===== src/design/i2crt_pkg.sv =====
`timescale 1ns / 1ps
`default_nettype none
// ----------------------------------------------------------------------------
// i2crt_pkg
// Types, codes and helpers shared by the register transfer sequencer.
// ----------------------------------------------------------------------------
package i2crt_pkg;

  // command codes of an input item
  typedef enum logic [2:0] {
    FUNC_READ  = 3'd0,
    FUNC_WRITE = 3'd1,
    FUNC_EVENT = 3'd2,
    FUNC_TICK  = 3'd3,
    FUNC_BYTE  = 3'd4
  } func_e;

  // actions handed to the bus engine or host
  typedef enum logic [2:0] {
    ACT_NONE  = 3'd0,
    ACT_START = 3'd1,
    ACT_SEND  = 3'd2,
    ACT_RACK  = 3'd3,
    ACT_RNACK = 3'd4,
    ACT_STOP  = 3'd5,
    ACT_DIS   = 3'd6,
    ACT_REQ   = 3'd7
  } action_e;

  // sequencer phases, one-hot
  typedef enum logic [8:0] {
    PH_IDLE   = 9'b000000001,
    PH_START  = 9'b000000010,
    PH_SLAW   = 9'b000000100,
    PH_SUB    = 9'b000001000,
    PH_RSTART = 9'b000010000,
    PH_SLAR   = 9'b000100000,
    PH_RX     = 9'b001000000,
    PH_TXNEED = 9'b010000000,
    PH_TXWAIT = 9'b100000000
  } phase_e;

  // bus engine status codes
  localparam logic [7:0] ST_START     = 8'h08;
  localparam logic [7:0] ST_RSTART    = 8'h10;
  localparam logic [7:0] ST_SLAW_ACK  = 8'h18;
  localparam logic [7:0] ST_SLAW_NACK = 8'h20;
  localparam logic [7:0] ST_DATA_ACK  = 8'h28;
  localparam logic [7:0] ST_DATA_NACK = 8'h30;
  localparam logic [7:0] ST_ARB_LOST  = 8'h38;
  localparam logic [7:0] ST_SLAR_ACK  = 8'h40;
  localparam logic [7:0] ST_SLAR_NACK = 8'h48;
  localparam logic [7:0] ST_RX_ACK    = 8'h50;
  localparam logic [7:0] ST_RX_NACK   = 8'h58;

  // configuration register indexes and reset values
  localparam logic CFG_MAX_RETRIES = 1'b0;
  localparam logic CFG_TIMEOUT     = 1'b1;
  localparam logic [7:0]  MAX_RETRIES_RST = 8'd3;
  localparam logic [15:0] TIMEOUT_RST     = 16'd1000;
  localparam int unsigned CFG_DATA_W      = 16;

  // one result item
  typedef struct packed {
    action_e    action;
    logic [7:0] out_byte;
    logic       rx_valid;
    logic [7:0] rx_data;
    logic       done_res;
    logic       failed;
    logic [7:0] byte_count;
    logic       last;
  } result_t;

  // results produced by one accepted item
  typedef struct packed {
    logic [1:0] count;
    result_t    first;
    result_t    second;
  } push_t;

  function automatic result_t mk_res(
    input action_e    act,
    input logic [7:0] ob,
    input logic       rxv,
    input logic [7:0] rxd,
    input logic       done,
    input logic       fail,
    input logic [7:0] cnt,
    input logic       lst
  );
    result_t r;
    r.action     = act;
    r.out_byte   = ob;
    r.rx_valid   = rxv;
    r.rx_data    = rxd;
    r.done_res   = done;
    r.failed     = fail;
    r.byte_count = cnt;
    r.last       = lst;
    return r;
  endfunction

endpackage
`default_nettype wire


===== src/design/i2crt_ifs.sv =====
`timescale 1ns / 1ps
`default_nettype none
// ----------------------------------------------------------------------------
// i2crt channel interfaces
// Valid/ready channels for command items and for result items.
// ----------------------------------------------------------------------------
interface i2crt_in_if import i2crt_pkg::*; ();
  logic       valid;
  logic       ready;
  logic [2:0] func;
  logic [7:0] dev_addr;
  logic [7:0] sub_addr;
  logic [7:0] length;
  logic [7:0] bus_status;
  logic [7:0] rx_byte;
  logic [7:0] tx_byte;

  modport source (
    output valid, func, dev_addr, sub_addr, length, bus_status, rx_byte, tx_byte,
    input  ready
  );
  modport sink (
    input  valid, func, dev_addr, sub_addr, length, bus_status, rx_byte, tx_byte,
    output ready
  );
endinterface

interface i2crt_out_if import i2crt_pkg::*; ();
  logic       valid;
  logic       ready;
  logic [2:0] action;
  logic [7:0] out_byte;
  logic       rx_valid;
  logic [7:0] rx_data;
  logic       done_res;
  logic       failed;
  logic [7:0] byte_count;
  logic       last;

  modport source (
    output valid, action, out_byte, rx_valid, rx_data, done_res, failed,
           byte_count, last,
    input  ready
  );
  modport sink (
    input  valid, action, out_byte, rx_valid, rx_data, done_res, failed,
           byte_count, last,
    output ready
  );
endinterface
`default_nettype wire


===== src/design/i2crt_seq.sv =====
`timescale 1ns / 1ps
`default_nettype none
// ----------------------------------------------------------------------------
// i2crt_seq
// Transfer state, configuration registers and the per-item decision logic.
// Each accepted item makes one state step and yields up to two results.
// ----------------------------------------------------------------------------
module i2crt_seq import i2crt_pkg::*; (
  input  wire logic                  clk,
  input  wire logic                  rst,
  input  wire logic                  cfg_write,
  input  wire logic                  cfg_index,
  input  wire logic [CFG_DATA_W-1:0] cfg_data,
  input  wire logic                  room,
  i2crt_in_if.sink                   in_ch,
  output push_t                      push
);

  phase_e      phase, phase_next;
  logic        is_read, is_read_next;
  logic [7:0]  saved_dev_addr, saved_dev_addr_next;
  logic [7:0]  saved_sub_addr, saved_sub_addr_next;
  logic [7:0]  bytes_left, bytes_left_next;
  logic [7:0]  bytes_done, bytes_done_next;
  logic [7:0]  restart_count, restart_count_next;
  logic [15:0] wait_count, wait_count_next;
  logic [7:0]  max_retries;
  logic [15:0] timeout_ticks;

  logic        in_fire;
  logic [7:0]  st;
  logic [15:0] wait_inc;
  logic [7:0]  left_dec;
  logic [7:0]  done_inc;
  result_t     fail_res;
  result_t     last_res;

  assign in_ch.ready = room;
  assign in_fire     = in_ch.valid && room;
  assign st          = in_ch.bus_status;
  assign wait_inc    = (wait_count == 16'hFFFF) ? wait_count : wait_count + 16'd1;
  assign left_dec    = bytes_left - 8'd1;
  assign done_inc    = bytes_done + 8'd1;
  assign last_res    = (push.count == 2'd2) ? push.second : push.first;

  // failure: no stop while a start is still pending
  assign fail_res = mk_res((phase == PH_START) ? ACT_NONE : ACT_STOP,
                           8'h00, 1'b0, 8'h00, 1'b1, 1'b1, 8'h00, 1'b1);

  // next state and results
  always_comb begin
    phase_next          = phase;
    is_read_next        = is_read;
    saved_dev_addr_next = saved_dev_addr;
    saved_sub_addr_next = saved_sub_addr;
    bytes_left_next     = bytes_left;
    bytes_done_next     = bytes_done;
    restart_count_next  = restart_count;
    wait_count_next     = wait_count;
    push.count          = 2'd0;
    push.first          = '0;
    push.second         = '0;

    if (in_fire) begin
      unique case (in_ch.func)
        FUNC_READ, FUNC_WRITE: begin
          if (phase == PH_IDLE) begin
            is_read_next        = (in_ch.func == FUNC_READ);
            saved_dev_addr_next = in_ch.dev_addr;
            saved_sub_addr_next = in_ch.sub_addr;
            bytes_left_next     = in_ch.length;
            bytes_done_next     = 8'd0;
            wait_count_next     = 16'd0;
            push.count          = 2'd2;
            push.first = mk_res(ACT_DIS, 8'h00, 1'b0, 8'h00, 1'b0, 1'b0, 8'h00, 1'b0);
            if (max_retries == 8'd0) begin
              restart_count_next = 8'd0;
              push.second = mk_res(ACT_NONE, 8'h00, 1'b0, 8'h00, 1'b1, 1'b1, 8'h00, 1'b1);
              phase_next  = PH_IDLE;
            end else begin
              restart_count_next = 8'd1;
              push.second = mk_res(ACT_START, 8'h00, 1'b0, 8'h00, 1'b0, 1'b0, 8'h00, 1'b1);
              phase_next  = PH_START;
            end
          end
        end

        FUNC_EVENT: begin
          if (phase != PH_IDLE) begin
            push.count = 2'd1;
            push.first = fail_res;
            phase_next = PH_IDLE;
            unique case (phase)
              PH_START, PH_RSTART: begin
                priority if (st == ST_START || st == ST_RSTART) begin
                  push.first = mk_res(ACT_SEND,
                                      (phase == PH_START) ? saved_dev_addr
                                                          : (saved_dev_addr | 8'h01),
                                      1'b0, 8'h00, 1'b0, 1'b0, 8'h00, 1'b1);
                  phase_next      = (phase == PH_START) ? PH_SLAW : PH_SLAR;
                  wait_count_next = 16'd0;
                end else if (st == ST_ARB_LOST) begin
                  push.first = mk_res(ACT_START, 8'h00, 1'b0, 8'h00, 1'b0, 1'b0, 8'h00, 1'b1);
                  phase_next      = PH_START;
                  wait_count_next = 16'd0;
                end else begin
                end
              end
              PH_SLAW: begin
                priority if (st == ST_SLAW_ACK) begin
                  push.first = mk_res(ACT_SEND, saved_sub_addr, 1'b0, 8'h00,
                                      1'b0, 1'b0, 8'h00, 1'b1);
                  phase_next      = PH_SUB;
                  wait_count_next = 16'd0;
                end else if (st == ST_SLAW_NACK) begin
                  // address nack: disable, then retry or give up
                  push.count = 2'd2;
                  push.first = mk_res(ACT_DIS, 8'h00, 1'b0, 8'h00, 1'b0, 1'b0, 8'h00, 1'b0);
                  if (restart_count >= max_retries) begin
                    push.second = mk_res(ACT_NONE, 8'h00, 1'b0, 8'h00,
                                         1'b1, 1'b1, 8'h00, 1'b1);
                    phase_next  = PH_IDLE;
                  end else begin
                    restart_count_next = restart_count + 8'd1;
                    push.second = mk_res(ACT_START, 8'h00, 1'b0, 8'h00,
                                         1'b0, 1'b0, 8'h00, 1'b1);
                    phase_next      = PH_START;
                    wait_count_next = 16'd0;
                  end
                end else if (st == ST_ARB_LOST) begin
                  push.first = mk_res(ACT_START, 8'h00, 1'b0, 8'h00, 1'b0, 1'b0, 8'h00, 1'b1);
                  phase_next      = PH_START;
                  wait_count_next = 16'd0;
                end else begin
                end
              end
              PH_SUB: begin
                priority if (st == ST_DATA_ACK) begin
                  priority if (is_read) begin
                    push.first = mk_res(ACT_START, 8'h00, 1'b0, 8'h00,
                                        1'b0, 1'b0, 8'h00, 1'b1);
                    phase_next      = PH_RSTART;
                    wait_count_next = 16'd0;
                  end else if (bytes_left == 8'd0) begin
                    push.first = mk_res(ACT_STOP, 8'h00, 1'b0, 8'h00,
                                        1'b1, 1'b0, bytes_done, 1'b1);
                  end else begin
                    push.first = mk_res(ACT_REQ, 8'h00, 1'b0, 8'h00, 1'b0, 1'b0, 8'h00, 1'b1);
                    phase_next = PH_TXNEED;
                  end
                end else if (st == ST_DATA_NACK) begin
                  push.first = mk_res(ACT_STOP, 8'h00, 1'b0, 8'h00,
                                      1'b1, 1'b0, bytes_done, 1'b1);
                end else if (st == ST_ARB_LOST) begin
                  push.first = mk_res(ACT_START, 8'h00, 1'b0, 8'h00, 1'b0, 1'b0, 8'h00, 1'b1);
                  phase_next      = PH_START;
                  wait_count_next = 16'd0;
                end else begin
                end
              end
              PH_SLAR: begin
                priority if (st == ST_SLAR_ACK && bytes_left != 8'd0) begin
                  bytes_left_next = left_dec;
                  push.first = mk_res((left_dec != 8'd0) ? ACT_RACK : ACT_RNACK, 8'h00,
                                      1'b0, 8'h00, 1'b0, 1'b0, 8'h00, 1'b1);
                  phase_next      = PH_RX;
                  wait_count_next = 16'd0;
                end else if (st == ST_SLAR_ACK || st == ST_SLAR_NACK) begin
                  push.first = mk_res(ACT_STOP, 8'h00, 1'b0, 8'h00,
                                      1'b1, 1'b0, bytes_done, 1'b1);
                end else if (st == ST_ARB_LOST) begin
                  push.first = mk_res(ACT_START, 8'h00, 1'b0, 8'h00, 1'b0, 1'b0, 8'h00, 1'b1);
                  phase_next      = PH_START;
                  wait_count_next = 16'd0;
                end else begin
                end
              end
              PH_RX: begin
                if (st == ST_RX_ACK || st == ST_RX_NACK) begin
                  bytes_done_next = done_inc;
                  if (st == ST_RX_NACK || bytes_left == 8'd0) begin
                    push.first = mk_res(ACT_STOP, 8'h00, 1'b1, in_ch.rx_byte,
                                        1'b1, 1'b0, done_inc, 1'b1);
                  end else begin
                    bytes_left_next = left_dec;
                    push.first = mk_res((left_dec != 8'd0) ? ACT_RACK : ACT_RNACK, 8'h00,
                                        1'b1, in_ch.rx_byte, 1'b0, 1'b0, 8'h00, 1'b1);
                    phase_next      = PH_RX;
                    wait_count_next = 16'd0;
                  end
                end
              end
              PH_TXWAIT: begin
                if (st == ST_DATA_ACK) begin
                  bytes_done_next = done_inc;
                  if (bytes_left == 8'd0) begin
                    push.first = mk_res(ACT_STOP, 8'h00, 1'b0, 8'h00,
                                        1'b1, 1'b0, done_inc, 1'b1);
                  end else begin
                    push.first = mk_res(ACT_REQ, 8'h00, 1'b0, 8'h00, 1'b0, 1'b0, 8'h00, 1'b1);
                    phase_next = PH_TXNEED;
                  end
                end
              end
              default: begin
                // waiting for a host byte: any event is unexpected
              end
            endcase
          end
        end

        FUNC_TICK: begin
          if (phase != PH_IDLE && phase != PH_TXNEED) begin
            wait_count_next = wait_inc;
            if (wait_inc >= timeout_ticks) begin
              push.count = 2'd1;
              push.first = fail_res;
              phase_next = PH_IDLE;
            end
          end
        end

        FUNC_BYTE: begin
          if (phase == PH_TXNEED) begin
            bytes_left_next = left_dec;
            push.count      = 2'd1;
            push.first = mk_res(ACT_SEND, in_ch.tx_byte, 1'b0, 8'h00,
                                1'b0, 1'b0, 8'h00, 1'b1);
            phase_next      = PH_TXWAIT;
            wait_count_next = 16'd0;
          end
        end

        default: begin
          // unused command codes are ignored
        end
      endcase
    end
  end

  // state registers
  always_ff @(posedge clk) begin
    if (rst) begin
      phase          <= PH_IDLE;
      is_read        <= 1'b0;
      saved_dev_addr <= 8'd0;
      saved_sub_addr <= 8'd0;
      bytes_left     <= 8'd0;
      bytes_done     <= 8'd0;
      restart_count  <= 8'd0;
      wait_count     <= 16'd0;
    end else begin
      phase          <= phase_next;
      is_read        <= is_read_next;
      saved_dev_addr <= saved_dev_addr_next;
      saved_sub_addr <= saved_sub_addr_next;
      bytes_left     <= bytes_left_next;
      bytes_done     <= bytes_done_next;
      restart_count  <= restart_count_next;
      wait_count     <= wait_count_next;
    end
  end

  // configuration registers
  always_ff @(posedge clk) begin
    if (rst) begin
      max_retries   <= MAX_RETRIES_RST;
      timeout_ticks <= TIMEOUT_RST;
    end else if (cfg_write) begin
      unique case (cfg_index)
        CFG_MAX_RETRIES: max_retries   <= cfg_data[7:0];
        CFG_TIMEOUT:     timeout_ticks <= cfg_data;
      endcase
    end
  end

  // a begin from idle with attempts left leaves one attempt charged
  a_begin_charges: assert property (@(posedge clk) disable iff (rst)
    (in_fire && (in_ch.func == FUNC_READ || in_ch.func == FUNC_WRITE) &&
     phase == PH_IDLE && max_retries != 8'd0)
    |=> (phase == PH_START && restart_count == 8'd1))
    else $error("begin did not charge one attempt");

  // a finishing result always returns the sequencer to idle
  a_done_idles: assert property (@(posedge clk) disable iff (rst)
    (in_fire && push.count != 2'd0 && last_res.done_res) |=> phase == PH_IDLE)
    else $error("transfer finished but phase not idle");

  // a result is only produced for an accepted item
  a_push_on_fire: assert property (@(posedge clk) disable iff (rst)
    (push.count != 2'd0) |-> in_fire)
    else $error("results without accepted item");

endmodule
`default_nettype wire


===== src/design/i2crt_res_fifo.sv =====
`timescale 1ns / 1ps
`default_nettype none
// ----------------------------------------------------------------------------
// i2crt_res_fifo
// Result queue: takes up to two results per cycle, hands out one per
// transfer, and reports room for two more.
// ----------------------------------------------------------------------------
module i2crt_res_fifo import i2crt_pkg::*; #(
  parameter int unsigned DEPTH = 4
) (
  input  wire logic  clk,
  input  wire logic  rst,
  input  push_t      push,
  output logic       room,
  i2crt_out_if.source out_ch
);

  localparam int unsigned PTR_W = (DEPTH > 1) ? $clog2(DEPTH) : 1;
  localparam int unsigned CNT_W = $clog2(DEPTH + 1);

  result_t            entries [DEPTH];
  logic [PTR_W-1:0]   wr_ptr, wr_ptr_next;
  logic [PTR_W-1:0]   rd_ptr;
  logic [PTR_W-1:0]   wr_ptr_inc;
  logic [CNT_W-1:0]   count;
  logic               pop;
  result_t            head;

  function automatic logic [PTR_W-1:0] ptr_inc(input logic [PTR_W-1:0] p);
    return (p == PTR_W'(DEPTH - 1)) ? '0 : p + PTR_W'(1);
  endfunction

  assign room       = (count <= CNT_W'(DEPTH - 2));
  assign pop        = out_ch.valid && out_ch.ready;
  assign wr_ptr_inc = ptr_inc(wr_ptr);
  assign wr_ptr_next = (push.count == 2'd2) ? ptr_inc(wr_ptr_inc) :
                       (push.count == 2'd1) ? wr_ptr_inc : wr_ptr;

  // head of queue drives the output channel
  assign head              = entries[rd_ptr];
  assign out_ch.valid      = (count != '0);
  assign out_ch.action     = head.action;
  assign out_ch.out_byte   = head.out_byte;
  assign out_ch.rx_valid   = head.rx_valid;
  assign out_ch.rx_data    = head.rx_data;
  assign out_ch.done_res   = head.done_res;
  assign out_ch.failed     = head.failed;
  assign out_ch.byte_count = head.byte_count;
  assign out_ch.last       = head.last;

  // result storage
  always_ff @(posedge clk) begin
    if (push.count != 2'd0) begin
      entries[wr_ptr] <= push.first;
    end
    if (push.count == 2'd2) begin
      entries[wr_ptr_inc] <= push.second;
    end
  end

  // pointers and fill count
  always_ff @(posedge clk) begin
    if (rst) begin
      wr_ptr <= '0;
      rd_ptr <= '0;
      count  <= '0;
    end else begin
      wr_ptr <= wr_ptr_next;
      if (pop) begin
        rd_ptr <= ptr_inc(rd_ptr);
      end
      count <= count + CNT_W'(push.count) - CNT_W'(pop);
    end
  end

  // never more results queued than entries
  a_no_overflow: assert property (@(posedge clk) disable iff (rst)
    count <= CNT_W'(DEPTH))
    else $error("result queue overflow");

  // writes only arrive when two entries are free
  a_push_room: assert property (@(posedge clk) disable iff (rst)
    (push.count != 2'd0) |-> room)
    else $error("push without room");

  // a lone pop drains exactly one entry
  a_pop_count: assert property (@(posedge clk) disable iff (rst)
    (pop && push.count == 2'd0) |=> count == $past(count) - CNT_W'(1))
    else $error("fill count wrong after pop");

endmodule
`default_nettype wire


===== src/design/i2c_register_transfer_master.sv =====
`timescale 1ns / 1ps
`default_nettype none
// ----------------------------------------------------------------------------
// i2c_register_transfer_master
// Sequences sub-addressed register reads and writes over a byte-level bus
// engine, turning commands, status events, ticks and write bytes into bus
// actions, received bytes and completion reports.
// ----------------------------------------------------------------------------
//  port       dir   kind         contents
//  in_ch      in    valid/ready  func, dev_addr, sub_addr, length,
//                                bus_status, rx_byte, tx_byte
//  out_ch     out   valid/ready  action, out_byte, rx_valid, rx_data,
//                                done_res, failed, byte_count, last
//  cfg_*      in    write only   index 0 max_retries, index 1 timeout_ticks
//
//  one command item is accepted per cycle while in_ch.ready is high; its state
//  step completes at that edge; its results, at most two, go to the queue
//  results leave at one per cycle while out_ch.ready is high, the two of an
//  item in turn, so the queue depth sets how far input runs ahead
//  in_ch.ready drops only when fewer than two queue entries are free
//  synchronous reset returns to idle with max_retries 3, timeout_ticks 1000
// ----------------------------------------------------------------------------
module i2c_register_transfer_master import i2crt_pkg::*; #(
  parameter int unsigned FIFO_DEPTH = 4
) (
  input  wire logic                  clk,
  input  wire logic                  rst,
  input  wire logic                  cfg_write,
  input  wire logic                  cfg_index,
  input  wire logic [CFG_DATA_W-1:0] cfg_data,
  i2crt_in_if.sink                   in_ch,
  i2crt_out_if.source                out_ch
);

  push_t push;
  logic  room;

  // transfer sequencer
  i2crt_seq u_seq (
    .clk       (clk),
    .rst       (rst),
    .cfg_write (cfg_write),
    .cfg_index (cfg_index),
    .cfg_data  (cfg_data),
    .room      (room),
    .in_ch     (in_ch),
    .push      (push)
  );

  // result queue
  i2crt_res_fifo #(
    .DEPTH (FIFO_DEPTH)
  ) u_fifo (
    .clk    (clk),
    .rst    (rst),
    .push   (push),
    .room   (room),
    .out_ch (out_ch)
  );

endmodule
`default_nettype wire


===== src/flat_wrapper.sv =====
// flat-port wrapper written by rule: the top's interface ports become plain ports
module i2c_register_transfer_master_flat import i2crt_pkg::*;
#(
  parameter int unsigned FIFO_DEPTH = 4
)
  (clk, rst, cfg_write, cfg_index, cfg_data, in_ch_valid, in_ch_func, in_ch_dev_addr, in_ch_sub_addr, in_ch_length, in_ch_bus_status, in_ch_rx_byte, in_ch_tx_byte, in_ch_ready, out_ch_valid, out_ch_action, out_ch_out_byte, out_ch_rx_valid, out_ch_rx_data, out_ch_done_res, out_ch_failed, out_ch_byte_count, out_ch_last, out_ch_ready);
  i2crt_in_if in_ch_i ();
  i2crt_out_if out_ch_i ();
  input  wire logic clk;
  input  wire logic rst;
  input  wire logic cfg_write;
  input  wire logic cfg_index;
  input  wire logic [CFG_DATA_W-1:0] cfg_data;
  input wire logic [$bits(in_ch_i.valid)-1:0] in_ch_valid;
  input wire logic [$bits(in_ch_i.func)-1:0] in_ch_func;
  input wire logic [$bits(in_ch_i.dev_addr)-1:0] in_ch_dev_addr;
  input wire logic [$bits(in_ch_i.sub_addr)-1:0] in_ch_sub_addr;
  input wire logic [$bits(in_ch_i.length)-1:0] in_ch_length;
  input wire logic [$bits(in_ch_i.bus_status)-1:0] in_ch_bus_status;
  input wire logic [$bits(in_ch_i.rx_byte)-1:0] in_ch_rx_byte;
  input wire logic [$bits(in_ch_i.tx_byte)-1:0] in_ch_tx_byte;
  output wire logic [$bits(in_ch_i.ready)-1:0] in_ch_ready;
  output wire logic [$bits(out_ch_i.valid)-1:0] out_ch_valid;
  output wire logic [$bits(out_ch_i.action)-1:0] out_ch_action;
  output wire logic [$bits(out_ch_i.out_byte)-1:0] out_ch_out_byte;
  output wire logic [$bits(out_ch_i.rx_valid)-1:0] out_ch_rx_valid;
  output wire logic [$bits(out_ch_i.rx_data)-1:0] out_ch_rx_data;
  output wire logic [$bits(out_ch_i.done_res)-1:0] out_ch_done_res;
  output wire logic [$bits(out_ch_i.failed)-1:0] out_ch_failed;
  output wire logic [$bits(out_ch_i.byte_count)-1:0] out_ch_byte_count;
  output wire logic [$bits(out_ch_i.last)-1:0] out_ch_last;
  input wire logic [$bits(out_ch_i.ready)-1:0] out_ch_ready;
  assign in_ch_i.valid = in_ch_valid;
  assign in_ch_i.func = in_ch_func;
  assign in_ch_i.dev_addr = in_ch_dev_addr;
  assign in_ch_i.sub_addr = in_ch_sub_addr;
  assign in_ch_i.length = in_ch_length;
  assign in_ch_i.bus_status = in_ch_bus_status;
  assign in_ch_i.rx_byte = in_ch_rx_byte;
  assign in_ch_i.tx_byte = in_ch_tx_byte;
  assign in_ch_ready = in_ch_i.ready;
  assign out_ch_valid = out_ch_i.valid;
  assign out_ch_action = out_ch_i.action;
  assign out_ch_out_byte = out_ch_i.out_byte;
  assign out_ch_rx_valid = out_ch_i.rx_valid;
  assign out_ch_rx_data = out_ch_i.rx_data;
  assign out_ch_done_res = out_ch_i.done_res;
  assign out_ch_failed = out_ch_i.failed;
  assign out_ch_byte_count = out_ch_i.byte_count;
  assign out_ch_last = out_ch_i.last;
  assign out_ch_i.ready = out_ch_ready;
  i2c_register_transfer_master #(.FIFO_DEPTH(FIFO_DEPTH)) u_core (.clk(clk), .rst(rst), .cfg_write(cfg_write), .cfg_index(cfg_index), .cfg_data(cfg_data), .in_ch(in_ch_i), .out_ch(out_ch_i));
endmodule

===== config.mk =====
export PLATFORM = sky130hd
export DESIGN_NAME = i2c_register_transfer_master_flat
export DESIGN_NICKNAME = d
export VERILOG_FILES = /design/src/design/i2crt_pkg.sv /design/src/design/i2crt_ifs.sv /design/src/design/i2crt_seq.sv /design/src/design/i2crt_res_fifo.sv /design/src/design/i2c_register_transfer_master.sv /design/src/flat_wrapper.sv
export SDC_FILE = /design/constraint.sdc
export NUM_CORES = 1
export LEC_CHECK = 0
export ABC_CLOCK_PERIOD_IN_PS = 12880
export BUFFER_PORTS_ARGS = -buffer_cell sky130_fd_sc_hd__clkbuf_2
export CAP_MARGIN = 20
export CELL_PAD_IN_SITES_DETAIL_PLACEMENT = 2
export CELL_PAD_IN_SITES_GLOBAL_PLACEMENT = 2
export CORE_MARGIN = 3
export CORE_UTILIZATION = 40
export CTS_CLUSTER_DIAMETER = 80
export DETAILED_ROUTE_END_ITERATION = 10
export PLACE_DENSITY_LB_ADDON = 0.1
export SLEW_MARGIN = 5
export SYNTH_ARGS = -nofsm -noshare
export SYNTH_HDL_FRONTEND = slang
export SYNTH_SLANG_ARGS = --single-unit
export TNS_END_PERCENT = 20

===== constraint.sdc =====
create_clock -name clk -period 12.88 [get_ports clk]
set_input_delay 0.644 -clock clk [delete_from_list [all_inputs] [get_ports clk]]
set_output_delay 0.644 -clock clk [all_outputs]
set_load 0.05 [all_outputs]

# Yosys cells after proc, flatten, opt, wreduce, memory -nomap -nowiden
# Memories as Yosys holds them, arrays and structs flattened. A register that Yosys moved wholly into a read port is not among the register bits.
# Index checks and enable logic that the tools add are counted.
# classes
n_mux,109
reduce_logical,29
eq_ne,52
magnitude_cmp,3
bitwise_logic,1
n_addsub,9
# op_table
op,count
$mux 31,15
$mux 16,17
$mux 64,3
$pmux 31 s6,1
$mux 8,19
$pmux 33 s4,1
$mux 32,3
$pmux 16 s5,1
$mux 9,8
$pmux 16 s4,1
$pmux 8 s2,4
$pmux 31 s2,1
$mux 30,2
$mux 29,2
$pmux 9 s6,1
$pmux 9 s4,1
$eq 8x6->1 const B,4
$eq 8x7->1 const B,4
$mux 2,15
$pmux 8 s3,1
$mux 7,3
$add 16x1->16 const B,1
$add 8x1->8 const B,2
$eq 16x16->1 const B,1
51 further kinds,92
# totals
ff_bits,97
ramBits,124
word_cells,217
n_memories,1
in_bits,73
# mem_list
memory,words,width,read_ports,rd_clocked_by_memory_dff,wr,line_no,rtl
u_core.u_fifo.entries,4,31,1,1,2,i2crt_res_fifo.sv:21,result_t entries [DEPTH];

# Depth between registers and ports, before layout
# Gate-level depths: netlist (run 1).
# depth
ltp_word,12
ltp_mapped,24

# By module
# A second synthesis (run 1) with hierarchy kept.
# unflattened
hier_cells,1249
hier_area_um2,12981.2
# modules_own_cells
module,area_per_inst_um2,cells_each,n_inst,seq_area_each_um2
i2crt_res_fifo,6501.2,364,1,3903.7
i2crt_seq,6480.0,885,1,1801.7

# Worst setup path after synthesis (run 1)
# Ideal clock, no wire load.
# synth_path
kind,register to register
startpoint,register u_core.u_seq.wait_count[0]
endpoint,memory u_core.u_fifo.entries[1][29] (netlist bit)
synth_period_minus_slack_ns,4.736
path_buffers,4
required_time_ns,12.821
slack_ns,8.144
arrival_ns,4.677
stages_incl_launch_ff,20
path_cell_list,dfxtp_1 > ha_1 > and3_1 > clkbuf_1 > nand4_1 > and4_1 > and2_1 > or2_2 > ha_1 > nand3_1 > o41ai_1 > nand2_1 > and3_1 > clkbuf_1 > nand2b_1 > ha_1 > clkbuf_1 > a21oi_1 > clkbuf_1 > a22o_1
# synth_lines
item,line_no,rtl
start: declaration,i2crt_seq.sv:26,"logic [15:0] wait_count, wait_count_next;"
start signal: assignment,i2crt_seq.sv:260,wait_count <= wait_count_next;
end: declaration,i2crt_res_fifo.sv:21,

==> metrics.md, run 1 <==
| Metric | Value |
|---|---|
| Synth Cell Area | `12,000 um2` |
| # fillers | `3,231` |
| Initial core utilization | `0.411` |
| CP Buf/Inv Count | `1` |
| Most Frequent Cell on Critical Path | `ha_1` |
| Final Max Slew Viols | `0` |
| CTS hold repair buffers | `0` |
| Share of layout cells above drive strength 1 | `0.168` |
| Final non-filler cell total | `1,828` |
| Final nets | `1,540` |
| Worst Setup End Kind | `flop` |
| Post-route setup TNS | `0 ns` |
| Via density | `5.99` |
| Synth Register Bits | `223` |
| DRC viols | `0` |
| Critical path peak fanout | `28` |
| Most used DFF post-synth | `dfxtp_1` |
| CTS buffer count | `26` |
| First-pass GRT wire length | `66,700 um` |
| CP required | `13.11 ns` |
| Tmin final | `6.51 ns` |
| Post-synthesis cell count | `1,356` |
| Die H | `179 um` |
| Initial antenna violation count | `1` |
| Grt ovf | `0` |
| Htree depth | `1` |
| HPWL Detailed | `30,300 um` |
| Max_cap viols | `0` |
| Total power | `1.83 mW` |
| Resized Gates After CTS | `0` |
| Share of the synthesized area in the top cell type | `0.346` |
| Clk buf depth | `3` |
| Critical path endpoint | `u_core.u_fifo.entries[1][10]` |
| Cell family with most CP delay | `simple AND/OR/NAND/NOR gates` |
| Port-buffer cells | `105` |
| Largest cells by area after synthesis | `dfxtp_1 35%, nand2_1 6.1%, mux4_2 5.8%` |
| Post-synth EDFFs | `16` |
| Number of global-route vias before repair | `11,900` |
| Reg-to-reg slack, setup | `6.37 ns` |
| Per-cell routed wire length | `23.2 um` |
| RD Place Congestion | `0.931` |
| Placed insts | `1,780` |
| I/O pin count | `106` |
| Chip Width | `179 um` |
| Avg Inst Size Synth | `8.83 um2` |
| Initial DRC count | `509` |
| Row count | `62` |
| Final period util | `0.505` |
| Pre-antenna DRT Iters | `5` |
| Crit path arrival time | `6.74 ns` |
| Synth area leader | `dfxtp_1` |
| Worst-Margin Slew | `0.951 ns` |
| Global-route usage over all layers | `0.263` |
| Setup CP Type | `flop to flop` |
| Routed WL | `42,500 um` |
| Clk root buf | `clkbuf_16` |
| Reg2reg start | `u_core.u_seq.wait_count[0]` |
| Fin. Hold Viols | `0` |
| Mapped Nets | `1,472` |
| Pwr Density | `134 nW/um2` |
| Routed vias | `10,900` |
| Cell at the slowest stage of the critical path | `a21oi_4` |
| Count of cell types in the netlist | `97` |
| Worst path max stage delay | `0.81 ns` |
| Outcome | `finished clean` |
| Reg2reg end | `u_core.u_fifo.entries[1][10]` |
| Worst r2r path cells | `15` |
| Clock sinks | `223` |
| Sequential fraction of the synthesis area | `0.386` |
| DIE AREA | `32,000 um2` |
| Setup violators final | `0` |
| Design area | `13,600 um2` |
| Fmax achieved | `0.154 GHz` |
| Area grow syn2layout | `13.8%` |
| Routed Antenna Nets | `0` |
| Worst rel slew slack | `0.357` |
| Critical Path Start | `u_core.u_seq.wait_count[0]` |
| CP startpoint kind | `flop` |
| CP Cell Sequence | `ha_1, and3_1, nand4_1, and4_1, and2_1, or2_2, ha_1, nand3_1, o41ai_1, nand2_1, and3_1, nand2b_1, ha_1, a21oi_4, inv_1` |
| Unrepaired setup endpoints after global routing | `no` |
| Pin count of the biggest net entering global routing | `84` |
| Fin Hold WS | `0.328 ns` |
| Clock latency on the worst-skew pair | `0.54 ns` |
| Pleak | `5.19 nW` |
| Synth Warn # | `0` |
| HP Class | `primary input to flop` |
| Ant diodes | `0` |
| Clock transition at path regs | `0.06 ns` |
| Ys async rst share | `0` |
| Worst vdd ir | `0.113 mV` |
| Post-CTS Setup Inserts | `0` |
| Critical Path Stages | `15` |
| CTS tree | `built` |
| Cell Area, Placed | `12,700 um2` |
| Core Footprint | `29,100 um2` |
| Clock skew | `0.0107 ns` |
## power breakdown
part           leakage, nW  internal [mW]  switching (mW)  total, mW
logic                 2.90         0.0976           0.194      0.292
clock network        0.457          0.498           0.306      0.804
registers             1.83          0.719          0.0165      0.735
total                 5.19           1.31           0.517       1.83
## worst min-delay path by stage
stage                                start                             end  slack [ns]  cells past startpoint
2_1_floorplan  u_core.u_fifo.entries[0][1]     u_core.u_fifo.entries[0][1]        0.42                      2
3_3_place_gp   u_core.u_fifo.entries[2][1]     u_core.u_fifo.entries[2][1]        0.43                      2
3_5_place_dp   u_core.u_fifo.entries[0][1]     u_core.u_fifo.entries[0][1]        0.44                      2
4_1_cts                       cfg_data[14]  u_core.u_seq.timeout_ticks[14]        0.31                      3
5_1_grt                        cfg_data[9]   u_core.u_seq.timeout_ticks[9]        0.33                      3
6_report                       cfg_data[9]   u_core.u_seq.timeout_ticks[9]        0.33                      3
## state kept, by name, summed over array words and instances (netlist names), named ones only
signal / cells
u_core.u_seq.bytes_left: 8
u_core.u_seq.timeout_ticks: 16
u_core.u_seq.saved_sub_addr: 8
u_core.u_seq.bytes_done: 8
u_core.u_fifo.count: 3
u_core.u_seq.max_retries: 8
u_core.u_seq.is_read: 1
u_core.u_fifo.rd_ptr: 2
u_core.u_seq.saved_dev_addr: 8
u_core.u_seq.wait_count: 16
u_core.u_seq.phase: 9
u_core.u_fifo.wr_ptr: 2
u_core.u_fifo.entries: 124
u_core.u_seq.restart_count: 8
## routing by layer
layer | track usage | share of wire | up-vias
li1 | - | - | 5080
met1 | 0.336 | 0.44 | 5544
met2 | 0.465 | 0.49 | 235
met3 | 0.0294 | 0.034 | 85
met4 | 0.0834 | 0.034 | 2
met5 | 0 | 0.00026 | -
## cell families (layout without fill, tap and decap cells)
| group | count (synthesis) | after routing | share of synthesized area |
|---|---|---|---|
| AO/OA/AOI/OAI | 384 | 384 | 0.216 |
| XOR/XNOR | 23 | 23 | 0.0168 |
| adder cells (fa/ha/maj) | 43 | 43 | 0.0456 |
| buffers and inverters | 137 | 225 | 0.0528 |
| flip-flops | 223 | 223 | 0.386 |
| multiplexers | 35 | 35 | 0.0617 |
| AND/OR/NAND/NOR | 511 | 511 | 0.221 |
## Yosys cell counts (8+ instances only)
master     count
a21o_1        12
a2bb2oi_1     10
inv_1         61
nor4_1         9
ha_1          42
nor3_1        18
nor2_1        87
nor2b_1       14
o21ai_0       66
a211oi_1      12
o21ai_1       28
edfxtp_1      16
dfxtp_1      207
or3_1         12
clkbuf_1      47
nand3b_1      11
and2_1        18
o22ai_1       19
mux4_2        31
nand4_1       18
a21oi_1       95
a22o_1        51
a22oi_1       11
buf_6         10
nand2_1      196
and3_1        16
xor2_1        10
xnor2_1       13
nand2b_1      15
or2_2          8
nand3_1       36
## worst min-delay path, delay by kind of cell
family	cells	cell delay, ns
and+or+nand+nor	2	0.11
buffers and inverters	1	0.08
## area by class of cell
class	instances	area (um2)	share of cell area
Inverter	61	229	0.0168
Clock buffer	41	787	0.0578
Sequential cell	223	4630	0.340
Multi-Input combinational cell	996	6750	0.495
Timing Repair Buffer	116	608	0.0446
Tap cell	384	480	0.0353
Clock inverter	7	146	0.0107
## cells in the final DEF, fill, tap and decap left out, types with 28 or more instances in the layout
master / n
dfxtp_1: 206
nand2_1: 196
clkbuf_2: 105
a21oi_1: 92
nor2_1: 87
o21ai_0: 66
inv_1: 61
a22o_1: 51
ha_1: 42
nand3_1: 36
mux4_2: 31
o21ai_1: 28
## per-stage QoR
| stage | setup WS, ns | utilization |
|---|---|---|
| 5_1_grt | 5.89 | 0.468 |
| 2_1_floorplan | 8.14 | - |
| 3_5_place_dp | 6.39 | 0.436 |
| 3_3_place_gp | 6.76 | 0.436 |
| 4_1_cts | 6.32 | 0.468 |
| 6_report | 6.37 | 0.468 |
(Power assumes the default switching activity.)
==> inputs of run 2 (changes only) <==
- ABC_CLOCK_PERIOD_IN_PS: 12880 -> 5400
- CORE_UTILIZATION: 40 -> 34
- clock period: 12.88 -> 5.4 ns (I/O delays scaled with it)
==> run 2 against run 1 <==
Critical path depth grew 4. Via count is 1.2% higher. First-iteration DRC count increased by 24%. Sequential power grew 140%. Core utilization fell by 5.7 points.
==> metrics.md, run 2 (same netlist as run 1, synthesis figures left out) <==
| Metric | Value |
|---|---|
| CP startpoint kind | `flop (unchanged)` |
| Cell at the slowest stage of the critical path | `dfxtp_1 (was a21oi_4)` |
| P_sw | `1.26 mW (was 0.517 mW)` |
| Routed Antenna Nets | `0 (unchanged)` |
| Die H | `194 um (was 179 um)` |
| Initial antenna violation count | `0 (was 1)` |
| Tmin final | `5.02 ns (was 6.51 ns)` |
| Routed WL | `43,000 um (was 42,500 um)` |
| Row count | `68 (was 62)` |
| Clock latency on the worst-skew pair | `0.56 ns (was 0.54 ns)` |
| Total power | `4.37 mW (was 1.83 mW)` |
| Final Max Slew Viols | `0 (unchanged)` |
| Initial core utilization | `0.346 (was 0.411)` |
| Worst-Margin Slew | `0.983 ns (was 0.951 ns)` |
| Clock sinks | `223 (unchanged)` |
| CTS buffer count | `27 (was 26)` |
| Reg-to-reg slack, setup | `0.38 ns (was 6.37 ns)` |
| Per-cell routed wire length | `21.9 um (was 23.2 um)` |
| Global-route usage over all layers | `0.224 (was 0.263)` |
| Sw Ratio | `0.288 (was 0.282)` |
| Clk root buf | `clkbuf_16 (unchanged)` |
| Initial DRC count | `632 (was 509)` |
| Final Core Density | `0.412 (was 0.468)` |
| Clock skew | `0.0117 ns (was 0.0107 ns)` |
| DIE AREA | `37,500 um2 (was 32,000 um2)` |
| Ant diodes | `0 (unchanged)` |
| Flop pwr share | `0.405 (was 0.401)` |
| I/O pin count | `106 (unchanged)` |
| CP Buf/Inv Count | `0 (was 1)` |
| Port-buffer cells | `105 (unchanged)` |
| Most frequent cells in the layout | `206 x dfxtp_1, 193 x nand2_1, 104 x clkbuf_2 (was 206 x dfxtp_1, 196 x nand2_1, 105 x clkbuf_2)` |
| Final nets | `1,601 (was 1,540)` |
| CTS tree | `built (unchanged)` |
| Pleak | `5.47 nW (was 5.19 nW)` |
| Chip Width | `194 um (was 179 um)` |
| Worst vdd ir | `0.213 mV (was 0.113 mV)` |
| Fin Hold WS | `0.0364 ns (was 0.328 ns)` |
| Number of flip-flops in the largest register | `124 (unchanged)` |
| Comb power frac | `0.163 (was 0.159)` |
| HP Class | `primary input to flop (unchanged)` |
| CP Cell Sequence | `and4_1, and3_1, nand4_1, and4b_1, and2_1, or2_2, ha_1, a21o_1, a221o_1, nor4_2, o41ai_4, nand2_1, and3_1, nand2b_1, ha_2, nand2_1, and2_2, nand2_2, o22ai_1 (was ha_1, and3_1, nand4_1, and4_1, and2_1, or2_2, ha_1, nand3_1, o41ai_1, nand2_1, and3_1, nand2b_1, ha_1, a21oi_4, inv_1)` |
| Worst path max stage delay | `0.41 ns (was 0.81 ns)` |
| HPWL Detailed | `31,000 um (was 30,300 um)` |
| Htree depth | `1 (unchanged)` |
| Worst Setup End Kind | `flop (unchanged)` |
| Fmax achieved | `0.199 GHz (was 0.154 GHz)` |
| Cell family with most CP delay | `simple AND/OR/NAND/NOR gates (unchanged)` |
| Clock transition at path regs | `0.06 ns (about the same)` |
| Crit path arrival time | `5.30 ns (was 6.74 ns)` |
| Internal | `3.11 mW (was 1.31 mW)` |
| Pre-antenna DRT Iters | `5 (unchanged)` |
| Top reg by flops | `u_core.u_fifo.entries (unchanged)` |
| Via density | `5.65 (was 5.99)` |
| Grt ovf | `0 (unchanged)` |
| Setup CP Type | `flop to flop (unchanged)` |
| Clk buf depth | `3 (unchanged)` |
| Max_cap viols | `0 (unchanged)` |
| Area grow syn2layout | `19.1% (was 13.8%)` |
| Largest registers | `u_core.u_fifo.entries x124, u_core.u_seq.timeout_ticks x16, u_core.u_seq.wait_count x16 (unchanged)` |
| Share of layout cells above drive strength 1 | `0.178 (was 0.168)` |
| Number of global-route vias before repair | `11,900 (about the same)` |
| Routed vias | `11,100 (was 10,900)` |
| CP required | `5.69 ns (was 13.11 ns)` |
| DRC viols | `0 (unchanged)` |
| Fin. Hold Viols | `0 (unchanged)` |
| Outcome | `finished clean (unchanged)` |
| Pin count of the biggest net entering global routing | `57 (was 84)` |
| Critical path peak fanout | `11 (was 28)` |
| Pwr Density | `307 nW/um2 (was 134 nW/um2)` |
| Core Footprint | `34,600 um2 (was 29,100 um2)` |
| Clock power share | `0.432 (was 0.439)` |
| Setup violators final | `0 (unchanged)` |
| Final period util | `0.929 (was 0.505)` |
| Most common cell after layout, fill and taps aside | `dfxtp_1 (unchanged)` |
| Worst rel slew slack | `0.335 (was 0.357)` |
| RD Place Congestion | `0.901 (was 0.931)` |
| First-pass GRT wire length | `68,800 um (was 66,700 um)` |
[run 2: changes by cell type in the layout (fill, tap and decap cells not counted), sizes merged]
cell         before  now
buf              11   32
bufinv            4    3
clkbuf          146  144
clkinv            3    5
clkinvlp          0    1
dlygate4sd3       0   40
inv              61   62
[run 2: layout make-up]
| type | count | area, um2 |
|---|---|---|
| Multi-Input combinational cell | 996 | 6760 |
| Tap cell | 455 | 569 |
| Clock buffer | 40 | 776 |
| Clock inverter | 10 | 143 |
| Timing Repair Buffer | 176 | 1160 |
| Sequential cell | 223 | 4630 |
| Fill cell | 3805 | 20400 |
| Inverter | 61 | 229 |
[run 2: worst reg2reg max path: stages, from the launching register on]
cell      delay, ns
dfxtp_1        0.41
and4_1         0.31
and3_1         0.22
nand4_1        0.25
and4b_1        0.30
and2_1         0.16
or2_2          0.28
ha_1           0.20
a21o_1         0.18
a221o_1        0.30
nor4_2         0.28
o41ai_4        0.19
nand2_1        0.18
and3_1         0.19
nand2b_1       0.17
ha_2           0.31
nand2_1        0.19
and2_2         0.25
nand2_2        0.23
o22ai_1        0.15
[run 2: timing repair]
item                                    CTS  global route
endpoints found under the setup margin    8            92
pin swaps                                 0             1
hold endpoints to repair                 70             0
setup buffers                             0             3
resized for setup                         1             6
hold buffers                             40             0
[run 2: through the flow]
step                      TNS (ns)  area, um2  setup slack (ns)  std cells
after floorplan                  0      12000             0.664       1356
after global placement           0      12900             0.210       1868
after detailed placement         0      12900           0.00123       1868
after CTS                        0      14200            0.0690       1958
after global routing       -0.0532      14300           -0.0262       1961
final                            0      14300             0.385       1961
[run 2: worst paths after layout]
check	depth (start not counted)	startpoint	to
worst max register to register	19	u_core.u_seq.wait_count[6]	u_core.u_fifo.entries[2][9]
worst min register to register	2	u_core.u_fifo.entries[1][7]	u_core.u_fifo.entries[1][7]
worst max-delay path	19	u_core.u_seq.wait_count[6]	u_core.u_fifo.entries[2][9]
worst min-delay path	4	in_ch_length[2]	u_core.u_seq.bytes_left[2]
[run 2: power by group through the flow]
stage,sequential [mW],combinational [mW],clock [mW]
after global routing,1.78,0.787,2.01
after floorplan,1.77,0.500,0
final,1.77,0.715,1.89
after global placement,1.81,0.675,0
after CTS,1.77,0.718,1.94
after detailed placement,1.81,0.690,0
[run 2: metal layers]
| metal | vias up | global-route usage | wire [um] |
|---|---|---|---|
| li1 | 5209 | - | - |
| met1 | 5626 | 0.303 | 19700 |
| met2 | 189 | 0.385 | 20900 |
| met3 | 50 | 0.0309 | 1600 |
| met4 | 0 | 0.0458 | 785 |
| met5 | - | 0 | 0 |
==> inputs of run 3 (changes only) <==
==> constraint.sdc (replaced) <==
create_clock -name clk -period 5.4 [get_ports clk]
set_input_delay 1.08 -clock clk [delete_from_list [all_inputs] [get_ports clk]]
set_output_delay 1.08 -clock clk [all_outputs]
set_load 0.05 [all_outputs]
==> run 3 against run 2 <==
Highest routed layer unchanged. Critical path depth grew 1. Fmax grew 0.50%. Register-to-register slack gained 0.03 ns.
==> metrics.md, run 3 (same netlist as run 1, synthesis figures left out) <==
| Metric | Value |
|---|---|
| Row count | `68 (unchanged)` |
| Global-route usage over all layers | `0.221 (was 0.224)` |
| Ant diodes | `0 (unchanged)` |
| Clock power share | `0.460 (was 0.432)` |
| HPWL Detailed | `31,100 um (was 31,000 um)` |
| Fmax achieved | `0.200 GHz (was 0.199 GHz)` |
| Worst Setup End Kind | `flop (unchanged)` |
| Pwr Density | `327 nW/um2 (was 307 nW/um2)` |
| Worst vdd ir | `0.268 mV (was 0.213 mV)` |
| Unrepaired setup endpoints after global routing | `no` |
| Clock transition at path regs | `0.06 ns (about the same)` |
| Pin count of the biggest net entering global routing | `73 (was 57)` |
| Initial DRC count | `585 (was 632)` |
| Pleak | `5.34 nW (was 5.47 nW)` |
| Worst-Margin Slew | `0.940 ns (was 0.983 ns)` |
| Tmin final | `4.99 ns (was 5.02 ns)` |
| RD Place Congestion | `0.889 (was 0.901)` |
| Pre-antenna DRT Iters | `5 (unchanged)` |
| Final Max Slew Viols | `0 (unchanged)` |
| Critical Path Start | `u_core.u_seq.wait_count[2] (was u_core.u_seq.wait_count[6])` |
| Initial antenna violation count | `0 (unchanged)` |
| Clock latency on the worst-skew pair | `0.56 ns (about the same)` |
| I/O pin count | `106 (unchanged)` |
| Clock skew | `0.0105 ns (was 0.0117 ns)` |
| CTS tree | `built (unchanged)` |
| Final nets | `1,561 (was 1,601)` |
| Per-cell routed wire length | `22.0 um (was 21.9 um)` |
| Routed vias | `10,900 (was 11,100)` |
| Top reg by flops | `u_core.u_fifo.entries (unchanged)` |
| Number of flip-flops in the largest register | `124 (unchanged)` |
| Share of layout cells above drive strength 1 | `0.188 (was 0.178)` |
| Setup violators final | `0 (unchanged)` |
| HP Class | `flop to flop (was primary input to flop)` |
| Number of global-route vias before repair | `11,700 (was 11,900)` |
| Internal | `3.27 mW (was 3.11 mW)` |
| Worst r2r path cells | `20 (was 19)` |
| Worst rel slew slack | `0.364 (was 0.335)` |
| Port-buffer cells | `105 (unchanged)` |
| Placed insts | `1,870 (was 1,868)` |
| DRC viols | `0 (unchanged)` |
| Routed WL | `42,200 um (was 43,000 um)` |
| Setup CP Type | `flop to flop (unchanged)` |
| Die H | `194 um (unchanged)` |
| Reg2reg start | `u_core.u_seq.wait_count[2] (was u_core.u_seq.wait_count[6])` |
| CP required | `5.88 ns (was 5.69 ns)` |
| Area taken by multi-input logic gates | `6740 um2 (was 6760 um2)` |
| Via density | `5.66 (was 5.65)` |
| Chip Width | `194 um (unchanged)` |
| Critical path endpoint | `u_core.u_fifo.entries[0][4] (was u_core.u_fifo.entries[2][9])` |
| Reg2reg end | `u_core.u_fifo.entries[0][4] (was u_core.u_fifo.entries[2][9])` |
| Most common cell after layout, fill and taps aside | `dfxtp_1 (unchanged)` |
| Sw Ratio | `0.283 (was 0.288)` |
| Final non-filler cell total | `1,921 (was 1,961)` |
| CP startpoint kind | `flop (unchanged)` |
| Htree depth | `1 (unchanged)` |
| Area grow syn2layout | `16.8% (was 19.1%)` |
| Total power | `4.57 mW (was 4.37 mW)` |
| # fillers | `3,847 (was 3,805)` |
| Crit path arrival time | `5.47 ns (was 5.30 ns)` |
| Comb power frac | `0.147 (was 0.163)` |
| P_sw | `1.29 mW (was 1.26 mW)` |
| Largest registers | `u_core.u_fifo.entries x124, u_core.u_seq.timeout_ticks x16, u_core.u_seq.wait_count x16 (unchanged)` |
| Fin. Hold Viols | `0 (unchanged)` |
| DIE AREA | `37,500 um2 (unchanged)` |
| First-pass GRT wire length | `67,500 um (was 68,800 um)` |
| Clk root buf | `clkbuf_16 (unchanged)` |
| Clk buf depth | `3 (unchanged)` |
| Initial core utilization | `0.346 (unchanged)` |
| Core Footprint | `34,600 um2 (unchanged)` |
| Flop pwr share | `0.392 (was 0.405)` |
| Max_cap viols | `0 (unchanged)` |
| Reg-to-reg slack, setup | `0.41 ns (was 0.38 ns)` |
| Critical path peak fanout | `7 (was 11)` |
| Final period util | `0.924 (was 0.929)` |
| Outcome | `finished clean (unchanged)` |
| Post-route setup TNS | `0 ns (unchanged)` |
| Most frequent cells in the layout | `206 x dfxtp_1, 193 x nand2_1, 104 x clkbuf_2 (unchanged)` |
| Grt ovf | `0 (unchanged)` |
| Routed Antenna Nets | `0 (unchanged)` |
| Sequential Area | `4630 um2 (unchanged)` |
| Clock sinks | `223 (unchanged)` |
| CTS buffer count | `27 (unchanged)` |
==> run 3: per-stage QoR <==
| stage | utilization | area [um2] | setup WS (ns) | hold slack (ns) |
|---|---|---|---|---|
| 2_1_floorplan | - | 12000 | 0.664 | 0.419 |
| 3_3_place_gp | 0.373 | 12900 | 0.263 | 0.428 |
| 3_5_place_dp | 0.373 | 12900 | -0.00158 | 0.437 |
| 4_1_cts | 0.403 | 14000 | 0.129 | 0.452 |
| 5_1_grt | 0.404 | 14000 | 0.0141 | 0.455 |
| 6_report | 0.404 | 14000 | 0.410 | 0.450 |
==> run 3: cell type report <==
| type | instances | area share |
|---|---|---|
| Inverter | 61 | 0.0164 |
| Clock inverter | 14 | 0.0179 |
| Clock buffer | 36 | 0.0565 |
| Multi-Input combinational cell | 996 | 0.482 |
| Timing Repair Buffer | 136 | 0.0551 |
| Tap cell | 455 | 0.0407 |
| Sequential cell | 223 | 0.331 |
==> run 3: worst min-delay path by stage <==
stage | endpoint | from | cells after the start
after floorplan | u_core.u_fifo.entries[0][1] | u_core.u_fifo.entries[0][1] | 2
after global placement | u_core.u_fifo.entries[2][21] | u_core.u_fifo.entries[2][21] | 2
after detailed placement | u_core.u_fifo.entries[2][19] | u_core.u_fifo.entries[2][19] | 1
after CTS | u_core.u_fifo.entries[2][4] | u_core.u_fifo.entries[2][4] | 2
after global routing | u_core.u_fifo.entries[0][1] | u_core.u_fifo.entries[0][1] | 2
final | u_core.u_fifo.entries[2][4] | u_core.u_fifo.entries[2][4] | 2
==> run 3: what timing repair did <==
item	in CTS	in global routing
buffers inserted	0	1
setup endpoints to repair	8	44
gates resized for setup	1	4
hold buffers	0	0
cloned	0	0
pin swaps	0	1
==> run 3: per-layer routing <==
metal,up-vias,GRT usage,share of wire
li1,5128,-,-
met1,5492,0.296,0.46
met2,188,0.378,0.48
met3,64,0.0315,0.037
met4,0,0.0522,0.023
met5,-,0,0
==> run 3: power by group through the flow <==
stage	registers, mW	logic (mW)	clock network [mW]
final	1.79	0.672	2.10
after global routing	1.80	0.737	2.23
after CTS	1.80	0.676	2.16
after detailed placement	1.83	0.668	0
after global placement	1.83	0.654	0
after floorplan	1.77	0.500	0
==> run 3: worst max-delay path, cell delays in order, from the launching register on <==
cell and delay (ns):
dfxtp_1 0.46, and3_1 0.23, and4_1 0.31, nand3_1 0.21
nor3_1 0.27, nor2_1 0.07, a21oi_1 0.27, ha_1 0.24
o2111a_1 0.18, a211oi_1 0.06, buf_4 0.16, or3_1 0.41
nor2_1 0.13, nand2_1 0.13, and3_1 0.22, nand2b_1 0.19
ha_1 0.31, and2_1 0.22, nor2_1 0.33, nand2_1 0.28
o21ai_1 0.22
